$ cat src/hdl/dpsc_pkg.sv
// Shared types, constants and the count saturation function for the
// dual-active-bridge phase-shift compare block. No dependencies.
package dpsc_pkg;

    // Command codes of an input item.
    localparam logic [1:0] CMD_SET_PHASES = 2'd0;
    localparam logic [1:0] CMD_SET_DUTIES = 2'd1;
    localparam logic [1:0] CMD_UPDATE     = 2'd2;

    // Configuration register indexes.
    localparam logic [1:0] REG_MASTER_PERIOD    = 2'd0;
    localparam logic [1:0] REG_PRIMARY_PERIOD   = 2'd1;
    localparam logic [1:0] REG_SECONDARY_PERIOD = 2'd2;

    // Reset value of every period register.
    localparam logic [15:0] PERIOD_RESET = 16'hFFFF;

    // Clamp limits: +-0.25 and +-0.4 in Q15, 1.0 in Q16.
    localparam logic signed [15:0] MAIN_LIMIT   = 16'sd8192;
    localparam logic signed [15:0] BRIDGE_LIMIT = 16'sd13107;
    localparam logic [16:0]        DUTY_ONE     = 17'h10000;

    // The four master compare counts of one phase setting.
    typedef struct packed {
        logic [15:0] cmp_a;
        logic [15:0] cmp_pri;
        logic [15:0] cmp_b;
        logic [15:0] cmp_sec;
    } t_phase_counts;

    // Saturate a signed count to the range 1..period-1 (period-1 wraps mod 2^16).
    // The upper bound wins when both bounds apply.
    function automatic logic [15:0] sat_count(input logic signed [18:0] value,
                                              input logic [15:0] period);
        logic [15:0] top;
        begin
            top = period - 16'd1;
            if (value >= $signed({3'b000, top})) begin
                return top;
            end else if (value <= 19'sd1) begin
                return 16'd1;
            end else begin
                return value[15:0];
            end
        end
    endfunction

endpackage

$ cat src/hdl/dab_phase_shift_setpoint_to_compare.sv
// Top level of the dual-active-bridge setpoint to compare converter.
// Depends on dpsc_pkg, dpsc_phase and dpsc_duty.
//
// Usage:
// An input item carries a command and the phase and duty setpoints. Set
// phases writes four master compare counts to the shadow set, set duties
// writes the two duty counts to the shadow set, and update copies the whole
// shadow set to the active set. Every item returns one result item: the
// active set as it stands after that command.
// Channels use valid and stall; an item moves at a clock edge with valid
// high and stall low. An item goes through an input register and then an
// output register. One item is accepted every cycle while the receiver
// takes results; the clamping, multiplies and saturation sit between these
// two registers. When the receiver stalls, the output register holds its
// result and the input register can still take one more item; the input
// stall rises only when both are full.
// The user must write the period registers on the configuration port only
// while no item is in flight; the block itself does not enforce this.
// Synchronous reset empties the pipeline, sets every period to 65535 and
// clears the shadow and active sets to zero.
module dab_phase_shift_setpoint_to_compare
    import dpsc_pkg::*;
(
    input  logic               i_clk,
    input  logic               i_rst_n,
    // Configuration write port
    input  logic               i_cfg_wr_en,
    input  logic [1:0]         i_cfg_index,
    input  logic [15:0]        i_cfg_data,
    // Input channel
    input  logic               i_in_valid,
    output logic               o_in_stall,
    input  logic [1:0]         i_command,
    input  logic signed [15:0] i_main_phase,
    input  logic signed [15:0] i_primary_phase,
    input  logic signed [15:0] i_secondary_phase,
    input  logic [16:0]        i_primary_duty,
    input  logic [16:0]        i_secondary_duty,
    // Output channel
    output logic               o_out_valid,
    input  logic               i_out_stall,
    output logic [15:0]        o_active_compare_a,
    output logic [15:0]        o_active_compare_pri,
    output logic [15:0]        o_active_compare_b,
    output logic [15:0]        o_active_compare_sec,
    output logic [15:0]        o_active_duty_pri,
    output logic [15:0]        o_active_duty_sec
);

    logic [15:0]        r_master_period;
    logic [15:0]        r_primary_period;
    logic [15:0]        r_secondary_period;

    logic               r_s1_valid;
    logic [1:0]         r_s1_cmd;
    logic signed [15:0] r_s1_main;
    logic signed [15:0] r_s1_pri;
    logic signed [15:0] r_s1_sec;
    logic [16:0]        r_s1_duty_pri;
    logic [16:0]        r_s1_duty_sec;

    t_phase_counts      r_shadow_phase;
    logic [15:0]        r_shadow_duty_pri;
    logic [15:0]        r_shadow_duty_sec;
    t_phase_counts      r_active_phase;
    logic [15:0]        r_active_duty_pri;
    logic [15:0]        r_active_duty_sec;

    logic               r_out_valid;
    t_phase_counts      r_out_phase;
    logic [15:0]        r_out_duty_pri;
    logic [15:0]        r_out_duty_sec;

    t_phase_counts      new_phase;
    logic [15:0]        new_duty_pri;
    logic [15:0]        new_duty_sec;
    t_phase_counts      n_active_phase;
    logic [15:0]        n_active_duty_pri;
    logic [15:0]        n_active_duty_sec;

    logic               in_accept;
    logic               out_free;
    logic               s1_adv;

    // Handshake: the output register frees when empty or taken this cycle.
    assign out_free   = !r_out_valid || !i_out_stall;
    assign s1_adv     = r_s1_valid && out_free;
    assign o_in_stall = r_s1_valid && !out_free;
    assign in_accept  = i_in_valid && !o_in_stall;

    // Count computation from the input register.
    dpsc_phase u_phase (
        .i_master_period   (r_master_period),
        .i_main_phase      (r_s1_main),
        .i_primary_phase   (r_s1_pri),
        .i_secondary_phase (r_s1_sec),
        .o_counts          (new_phase)
    );

    dpsc_duty u_duty_pri (
        .i_period (r_primary_period),
        .i_duty   (r_s1_duty_pri),
        .o_count  (new_duty_pri)
    );

    dpsc_duty u_duty_sec (
        .i_period (r_secondary_period),
        .i_duty   (r_s1_duty_sec),
        .o_count  (new_duty_sec)
    );

    // The active set after the item in the input register.
    always_comb begin
        if (r_s1_cmd == CMD_UPDATE) begin
            n_active_phase    = r_shadow_phase;
            n_active_duty_pri = r_shadow_duty_pri;
            n_active_duty_sec = r_shadow_duty_sec;
        end else begin
            n_active_phase    = r_active_phase;
            n_active_duty_pri = r_active_duty_pri;
            n_active_duty_sec = r_active_duty_sec;
        end
    end

    // Control state, periods and compare sets.
    always_ff @(posedge i_clk) begin
        if (!i_rst_n) begin
            r_master_period    <= PERIOD_RESET;
            r_primary_period   <= PERIOD_RESET;
            r_secondary_period <= PERIOD_RESET;
            r_s1_valid         <= 1'b0;
            r_out_valid        <= 1'b0;
            r_shadow_phase     <= '0;
            r_shadow_duty_pri  <= '0;
            r_shadow_duty_sec  <= '0;
            r_active_phase     <= '0;
            r_active_duty_pri  <= '0;
            r_active_duty_sec  <= '0;
        end else begin
            if (i_cfg_wr_en) begin
                unique case (i_cfg_index)
                    REG_MASTER_PERIOD:    r_master_period    <= i_cfg_data;
                    REG_PRIMARY_PERIOD:   r_primary_period   <= i_cfg_data;
                    REG_SECONDARY_PERIOD: r_secondary_period <= i_cfg_data;
                    default: ;
                endcase
            end
            r_s1_valid <= in_accept || (r_s1_valid && !s1_adv);
            if (out_free) begin
                r_out_valid <= r_s1_valid;
            end
            if (s1_adv) begin
                unique case (r_s1_cmd)
                    CMD_SET_PHASES: r_shadow_phase <= new_phase;
                    CMD_SET_DUTIES: begin
                        r_shadow_duty_pri <= new_duty_pri;
                        r_shadow_duty_sec <= new_duty_sec;
                    end
                    default: ;
                endcase
                r_active_phase    <= n_active_phase;
                r_active_duty_pri <= n_active_duty_pri;
                r_active_duty_sec <= n_active_duty_sec;
            end
        end
    end

    // Input register payload.
    always_ff @(posedge i_clk) begin
        if (in_accept) begin
            r_s1_cmd      <= i_command;
            r_s1_main     <= i_main_phase;
            r_s1_pri      <= i_primary_phase;
            r_s1_sec      <= i_secondary_phase;
            r_s1_duty_pri <= i_primary_duty;
            r_s1_duty_sec <= i_secondary_duty;
        end
    end

    // Output register payload.
    always_ff @(posedge i_clk) begin
        if (s1_adv) begin
            r_out_phase    <= n_active_phase;
            r_out_duty_pri <= n_active_duty_pri;
            r_out_duty_sec <= n_active_duty_sec;
        end
    end

    assign o_out_valid          = r_out_valid;
    assign o_active_compare_a   = r_out_phase.cmp_a;
    assign o_active_compare_pri = r_out_phase.cmp_pri;
    assign o_active_compare_b   = r_out_phase.cmp_b;
    assign o_active_compare_sec = r_out_phase.cmp_sec;
    assign o_active_duty_pri    = r_out_duty_pri;
    assign o_active_duty_sec    = r_out_duty_sec;

endmodule

$ cat src/hdl/dpsc_phase.sv
// Phase setpoints to the four master compare counts.
// Depends on dpsc_pkg.
module dpsc_phase
    import dpsc_pkg::*;
(
    input  logic [15:0]        i_master_period,
    input  logic signed [15:0] i_main_phase,
    input  logic signed [15:0] i_primary_phase,
    input  logic signed [15:0] i_secondary_phase,
    output t_phase_counts      o_counts
);

    logic [14:0]        half;
    logic signed [15:0] m_c;
    logic signed [15:0] p_c;
    logic signed [15:0] s_c;
    logic [16:0]        a_fac;
    logic [16:0]        b_fac;
    logic [31:0]        prod_a;
    logic [31:0]        prod_b;
    logic [15:0]        cnt_a;
    logic [15:0]        cnt_b;
    logic signed [30:0] prod_p;
    logic signed [30:0] prod_s;
    logic signed [32:0] sum_p;
    logic signed [32:0] sum_s;

    assign half = i_master_period[15:1];

    // Clamp the phases to their symmetric limits.
    always_comb begin
        if (i_main_phase >= MAIN_LIMIT) begin
            m_c = MAIN_LIMIT;
        end else if (i_main_phase <= -MAIN_LIMIT) begin
            m_c = -MAIN_LIMIT;
        end else begin
            m_c = i_main_phase;
        end
        if (i_primary_phase >= BRIDGE_LIMIT) begin
            p_c = BRIDGE_LIMIT;
        end else if (i_primary_phase <= -BRIDGE_LIMIT) begin
            p_c = -BRIDGE_LIMIT;
        end else begin
            p_c = i_primary_phase;
        end
        if (i_secondary_phase >= BRIDGE_LIMIT) begin
            s_c = BRIDGE_LIMIT;
        end else if (i_secondary_phase <= -BRIDGE_LIMIT) begin
            s_c = -BRIDGE_LIMIT;
        end else begin
            s_c = i_secondary_phase;
        end
    end

    // Leg counts: half * (1 +- m/2), truncated. The factors stay positive.
    assign a_fac  = 17'h10000 + {m_c[15], m_c};
    assign b_fac  = 17'h10000 - {m_c[15], m_c};
    assign prod_a = 32'(half) * 32'(a_fac);
    assign prod_b = 32'(half) * 32'(b_fac);
    assign cnt_a  = prod_a[31:16];
    assign cnt_b  = prod_b[31:16];

    // Bridge counts: leg count plus half * phase, floored back to counts.
    // With a very short period the floored sum can go below zero.
    assign prod_p = $signed({1'b0, half}) * p_c;
    assign prod_s = $signed({1'b0, half}) * s_c;
    assign sum_p  = $signed({2'b00, cnt_a, 15'd0}) + 33'(prod_p);
    assign sum_s  = $signed({2'b00, cnt_b, 15'd0}) + 33'(prod_s);

    // Saturate every count to the master period.
    always_comb begin
        o_counts.cmp_a   = sat_count($signed({3'b000, cnt_a}), i_master_period);
        o_counts.cmp_b   = sat_count($signed({3'b000, cnt_b}), i_master_period);
        o_counts.cmp_pri = sat_count(19'($signed(sum_p[32:15])), i_master_period);
        o_counts.cmp_sec = sat_count(19'($signed(sum_s[32:15])), i_master_period);
    end

endmodule

$ cat src/hdl/dpsc_duty.sv
// Duty fraction to a timer compare count for one side.
// Depends on dpsc_pkg.
module dpsc_duty
    import dpsc_pkg::*;
(
    input  logic [15:0] i_period,
    input  logic [16:0] i_duty,
    output logic [15:0] o_count
);

    logic [16:0] duty_c;
    logic [32:0] prod;

    // Clamp to one, scale by the period, truncate and saturate.
    assign duty_c  = (i_duty > DUTY_ONE) ? DUTY_ONE : i_duty;
    assign prod    = 33'(i_period) * 33'(duty_c);
    assign o_count = sat_count($signed({2'b00, prod[32:16]}), i_period);

endmodule

$ cat config.mk
export PLATFORM = sky130hd
export DESIGN_NAME = dab_phase_shift_setpoint_to_compare
export DESIGN_NICKNAME = d
export VERILOG_FILES = /design/src/hdl/dpsc_pkg.sv /design/src/hdl/dab_phase_shift_setpoint_to_compare.sv /design/src/hdl/dpsc_phase.sv /design/src/hdl/dpsc_duty.sv
export SDC_FILE = /design/constraint.sdc
export NUM_CORES = 2
export LEC_CHECK = 0
export BUFFER_PORTS_ARGS = -buffer_cell sky130_fd_sc_hd__clkbuf_2
export CAP_MARGIN = 20
export CELL_PAD_IN_SITES_DETAIL_PLACEMENT = 1
export CELL_PAD_IN_SITES_GLOBAL_PLACEMENT = 1
export CORE_MARGIN = 2
export CORE_UTILIZATION = 40
export CTS_BUF_LIST = sky130_fd_sc_hd__clkbuf_2 sky130_fd_sc_hd__clkbuf_4 sky130_fd_sc_hd__clkbuf_8
export DETAILED_ROUTE_END_ITERATION = 12
export HOLD_SLACK_MARGIN = 0.05
export PLACE_DENSITY = 0.77
export SLEW_MARGIN = 20
export SYNTH_ARGS = -nofsm -noshare
export SYNTH_HDL_FRONTEND = slang
export SYNTH_SLANG_ARGS = --single-unit
$ cat constraint.sdc
create_clock -name i_clk -period 14.51 [get_ports i_clk]
set_input_delay 2.902 -clock i_clk [delete_from_list [all_inputs] [get_ports i_clk]]
set_output_delay 2.902 -clock i_clk [all_outputs]
set_load 0.05 [all_outputs]
Yosys cells after proc, flatten, opt, wreduce, memory -nomap -nowiden

Index checks and enable logic that the tools add are counted.
W data, S select, Z words.

Add/subtract/negate cells: 7
Multipliers: 6
Magnitude comparators: 20
Equality and inequality tests: 4
Mux-type cells: 23
Reduce and logical (&&, ||, !) cells: 18

Operator list:

| kind                     | count |
|---|---|
| $mux W16                 | 20 |
| $add A32 B31 Y33         | 2 |
| $mul A16 B17 Y33         | 2 |
| $mul A15 B17 Y32         | 2 |
| $mux W64                 | 1 |
| $mul A16 B16 Y31         | 2 |
| $ge A16 B15 Y1 const B   | 3 |
| $sub A16 B1 Y16 const B  | 3 |
| $ge A18 B17 Y1           | 2 |
| $le A18 B2 Y1 const B    | 2 |
| $ge A17 B16 Y1           | 2 |
| $gt A17 B17 Y1 const B   | 2 |
| $le A17 B1 Y1 const B    | 2 |
| $mux W17                 | 2 |
| $ge A16 B16 Y1           | 2 |
| $le A16 B1 Y1 const B    | 2 |
| $le A16 B15 Y1 const B   | 2 |
| $add A17 B17 Y17 const A | 1 |
| $sub A17 B17 Y17 const A | 1 |
| $le A16 B14 Y1 const B   | 1 |
| $reduce_and A2 Y1        | 5 |
| $logic_not A1 Y1         | 5 |
| $eq A2 B1 Y1 const B     | 2 |
| $eq A2 B2 Y1 const B     | 2 |
| 3 further kinds          | 8 |

Register bits: 422
Bits of input ports: 107
Output and inout port bits: 98
Word-level logic and storage cells: 107

Longest topological paths before layout

Word-level depth: 9
Gate-level depth with buffers: 54
Gate-level depth less buffers: 52

Modules after synthesis

From an unflattened synthesis, not the netlist that was laid out.

Cells, all modules: 7974
Area total of the unflattened synthesis: 72320.6 µm²

Modules (own cells, without submodules):

| module                              | instances | cells an instance | area an instance (µm²) | seq. area each (µm²) |
|---|---|---|---|---|
| dpsc_phase                          | 1         | 4329              | 36736.5                | 0.0 |
| dpsc_duty                           | 2         | 1204              | 10015.9                | 0.0 |
| dab_phase_shift_setpoint_to_compare | 1         | 1237              | 15552.4                | 10249.8 |

Least setup slack after synthesis

OpenSTA, ideal clock, no wires.

Path type: reg-to-reg
From: reg r_s1_main[2]
To: reg r_shadow_phase[8] in the netlist's numbering
Setup time: 132 ps
Data arrival time: 11456 ps
Data required time: 14378 ps
Path slack: 2921 ps
Cell stages (with the launch flop): 53
Path buffers: 2
Period minus slack after synthesis: 11589 ps
Cell sequence: edfxtp_1 -> or4_1 -> nor2_1 -> and3_1 -> o21ai_0 -> and2_1 -> clkbuf_1 -> inv_1 -> ha_1 -> o21ai_0 -> or2_2 -> nor3_1 -> nor2_1 -> fa_1 -> inv_1 -> fa_1 -> inv_1 -> fa_1 -> (+17 left out) -> nor3b_1 -> a21oi_1 -> nor2b_1 -> nor2_1 -> xnor2_1 -> ha_1 -> a21o_1 -> a21o_1 -> a21o_1 -> a21o_1 -> a21oi_1 -> nand2_1 -> a31oi_1 -> a21boi_0 -> mux2_2 -> buf_4 -> a32oi_1 -> a21oi_1

Cells in the longest elaborated chain, start to end: 9
Elaborated cells between the ends (all ways): 11
Classes of those cells: add/sub (2); mul (1); order compare (4); mux (4)

Ends and longest elaborated chain:

| what                   | RTL line                                   | text |
|---|---|---|
| start, declared        | dab_phase_shift_setpoint_to_compare.sv:56  | `logic signed [15:0] r_s1_main;` |
| start signal, assigned | dab_phase_shift_setpoint_to_compare.sv:172 | `r_s1_main <= i_main_phase;` |
| $le A16 B14 Y1         | dpsc_phase.sv:34                           | `end else if (i_main_phase <= -MAIN_LIMIT) begin` |
| $mux W16               | dpsc_phase.sv:34                           |  |
| $mux W16 *             | dpsc_phase.sv:32                           | `if (i_main_phase >= MAIN_LIMIT) begin` |
| $sub A17 B17 Y17 *     | dpsc_phase.sv:57                           | `assign b_fac = 17'h10000 - {m_c[15], m_c};` |
| $mul A15 B17 Y32 *     | dpsc_phase.sv:59                           | `assign prod_b = 32'(half) * 32'(b_fac);` |
| $add A32 B31 Y33 *     | dpsc_phase.sv:68                           | `assign sum_s = $signed({2'b00, cnt_b, 15'd0}) + 33'(prod_s);` |
| $le A18 B2 Y1          | dpsc_pkg.sv:40                             | `end else if (value <= 19'sd1) begin` |
| $mux W16               | dpsc_pkg.sv:40                             |  |
| $mux W16 *             | dpsc_pkg.sv:38                             | `if (value >= $signed({3'b000, top})) begin` |
| end signal, assigned   | dab_phase_shift_setpoint_to_compare.sv:154 | `CMD_SET_PHASES: r_shadow_phase <= new_phase;` |
| end, declared          | dab_phase_shift_setpoint_to_compare.sv:62  | `t_phase_counts r_shadow_phase;` |

Every way passes the cells marked *; elsewhere a longest branch is shown, timed or not.
A chain may end at the register's enable or synchronous reset.

Worst setup path after layout

From: reg r_s1_main[1]
To: reg r_shadow_phase[6] in the netlist's numbering

Same word-level chain as after synthesis.

==> impl_results.md <==
* Crit-path slowest cell: nor3_1
* WP data arrival at 14.44 ns
* CTS tree: done
* Worst min-delay path class: flip-flop to flip-flop
* Die Y at 422 um
* Vias in the first global route at 63100
* First-pass detailed-route iteration total at 5
* # placed instances at 10100
* Die Wd at 422 um
* EDFF count, synth at 180
* Worst rel slew slack at 24.6%
* Crit. Startpoint: r_s1_main[1]$_DFFE_PP_
* Main area contributors after synthesis: fa_1, ha_1, inv_1
* Final ANT Viol Nets at 0
* Status: finished, final reports clean
* RePlAce Congestion at 0.904
* Worst clock skew at 0.0873 ns
* Yosys warns at 0
* Setup Viol. Count Final at 0
* Reg2reg start: r_s1_main[1]$_DFFE_PP_
* Final Non-Filler Cells at 10200
* Kind of critical path: flip-flop to flip-flop
* Fraction of layout instances using a drive strength above 1 at 8.10%
* Skew-Pair Late Insertion Delay at 0.84 ns
* Syn Inst Count at 7811
* Number of synthesized register bits at 422
* Primary FF master, synth: dfxtp_1
* Setup bufs post-CTS at 0
* Wirelength per Cell at 21.7 um
* Port Buf Inserts at 204
* Global Route Usage Sum at 25.2%
* CTS HTree Levels at 3
* # DRC at 0
* Final wirelength at 222 mm
* Slew Viols, Final at 0
* Core Area at 174000 um^2
* Crit path max fanout at 41
* DP HPWL at 172 mm
* Std-Cell Rows at 153
* Post-CTS resize count at 0
* Cell variety after synth at 88
* Max cap viols at 0
* Seq/Total Area, Yosys at 14.6%
* Count leader, synth: inv_1
* Slew @ Worst Pin at 1.13 ns
* 1st-iter DRT viols at 2904
* Max clock buf depth at 3
* RSZ-0062 raised after global routing: false
* Max Freq at 0.0724 GHz
* Global-route wire length before repair at 354 mm
* Clk slew on worst S/H paths at 0.06 ns
* Num CTS Buffers at 78
* Synth top cells by count: inv_1, fa_1, nand2_1, ha_1, and2_1
* Crit share post-route at 95.2%
* Clk root buf: clkbuf_8
* Setup crit end kind: flip-flop
* CP required at 15.15 ns
* Final Hold Vio Count at 0
* Via density at 5.38
* Top cell type's share of synthesized area at 33.1%
* Die footprint at 178000 um^2
* CTS sink cnt at 422
* DR vias at 54900
* Setup TNS at 0 ns
* Synth area leader: fa_1
* Final nets at 9822
* Area Growth Syn to Fin at 7.42%
* Largest net degree at the start of global routing at 101
* I/O Pins at 205
* Type of origin of the critical path: flip-flop
* Syn Std Cell Area at 70000 um^2
* Initial core utilization at 40.3%
* Initial antenna violation count at 10
* Synthesized area per cell at 8.96 um^2
* Final Critical Period at 13.81 ns
* Hold_buf cts at 0
* Post-synth ARST share at 0%
* Min-delay src: r_shadow_phase[32]$_SDFFE_PN0P_
* Critical Path Max Stage Delay at 0.72 ns
* Aggregate global routing overflow at 0
cells in the final DEF (no fill, tap or decap), drive strengths merged, types with 15 or more instances in the layout:
master,count
inv,1454
fa,1158
nand2,1080
ha,745
and2,466
nor2,382
clkbuf,317
dfxtp,242
a21oi,186
edfxtp,180
nor3,157
and3,146
o21ai,136
buf,120
mux2,108
xnor2,107
a21o,98
nand3,88
nor2b,78
xor2,65
nand2b,55
o211ai,50
o21a,43
nand4,37
a211oi,32
nor4,28
or4,21
a221oi,19
or3,19
a211o,18
a31oi,18
o21bai,18
mux2i,16
clkinv,15
worst max-delay path, delay by kind of cell (launching register included):
kind	cells	cell delay (ns)
adder cells (fa/ha/maj)	10	4.25
AND/OR/NAND/NOR	14	3.55
AO/OA/AOI/OAI	18	3.29
buffers and inverters	7	0.76
XOR/XNOR	2	0.75
flip-flops	1	0.56
multiplexers	1	0.41
registers in the layout, indices dropped and copies added (netlist names), 17 cells and up:
name,flops
r_active_phase,64
r_shadow_phase,64
r_s1_duty_pri,17
r_s1_duty_sec,17
logic make-up (layout without fill, tap and decap cells):
family / after synthesis / count (layout) / synth area share (%)
AOI/OAI and AO/OA: 725 / 725 / 6.95
xor gates and xnor gates: 172 / 172 / 2.15
adders and majority gates: 1905 / 1905 / 46.5
buffers and inverters: 1852 / 1913 / 9.95
DFF: 422 / 422 / 14.6
muxes: 124 / 124 / 1.97
other: 2 / 14 / 0.0107
and+or+nand+nor: 2609 / 2609 / 17.8
final timing paths:
kind,endpoint,slack (ns),depth (start not counted)
setup / recovery,r_shadow_phase[6]$_SDFFE_PN0P_,0.70,52
hold / removal,r_shadow_phase[32]$_SDFFE_PN0P_,0.46,2
setup reg to reg,r_shadow_phase[6]$_SDFFE_PN0P_,0.70,52
hold reg to reg,r_shadow_phase[32]$_SDFFE_PN0P_,0.46,2
routing by layer:
layer / share of wire (%) / vias to the layer above / wire length [um] / global-route usage, %
li1: - / 24500 / - / -
met1: 39 / 28500 / 86200 / 29.3
met2: 51 / 1429 / 113000 / 45.4
met3: 4.8 / 510 / 10700 / 3.46
met4: 5.3 / 2 / 11700 / 12.3
met5: 0.0059 / - / 13 / 0
through the flow:
step / utilization (%) / hold WS, ns / instance area, um^2 / setup WS (ns)
final: 43.2 / 0.456 / 75200 / 0.701
after global routing: 43.2 / 0.478 / 75200 / 0.0263
after CTS: 43.2 / 0.459 / 75100 / 0.913
after detailed placement: 42.2 / 0.450 / 73400 / 1.02
after global placement: 42.2 / 0.443 / 73400 / 1.39
after floorplan: - / 0.428 / 70000 / 2.92
area by class of cell:
cell class | instances | area [um^2]
Timing Repair Buffer | 323 | 1930
Fill cell | 20500 | 98700
Clock inverter | 29 | 315
Clock buffer | 114 | 1420
Tap cell | 2325 | 2910
Antenna cell | 9 | 22.5
Inverter | 1447 | 5440
Multi-Input combinational cell | 5540 | 52900
Sequential cell | 422 | 10300
Power is left out: the tool's default activity adds up to more than one toggle a clock period on the data nets, which glitch-free logic cannot reach.
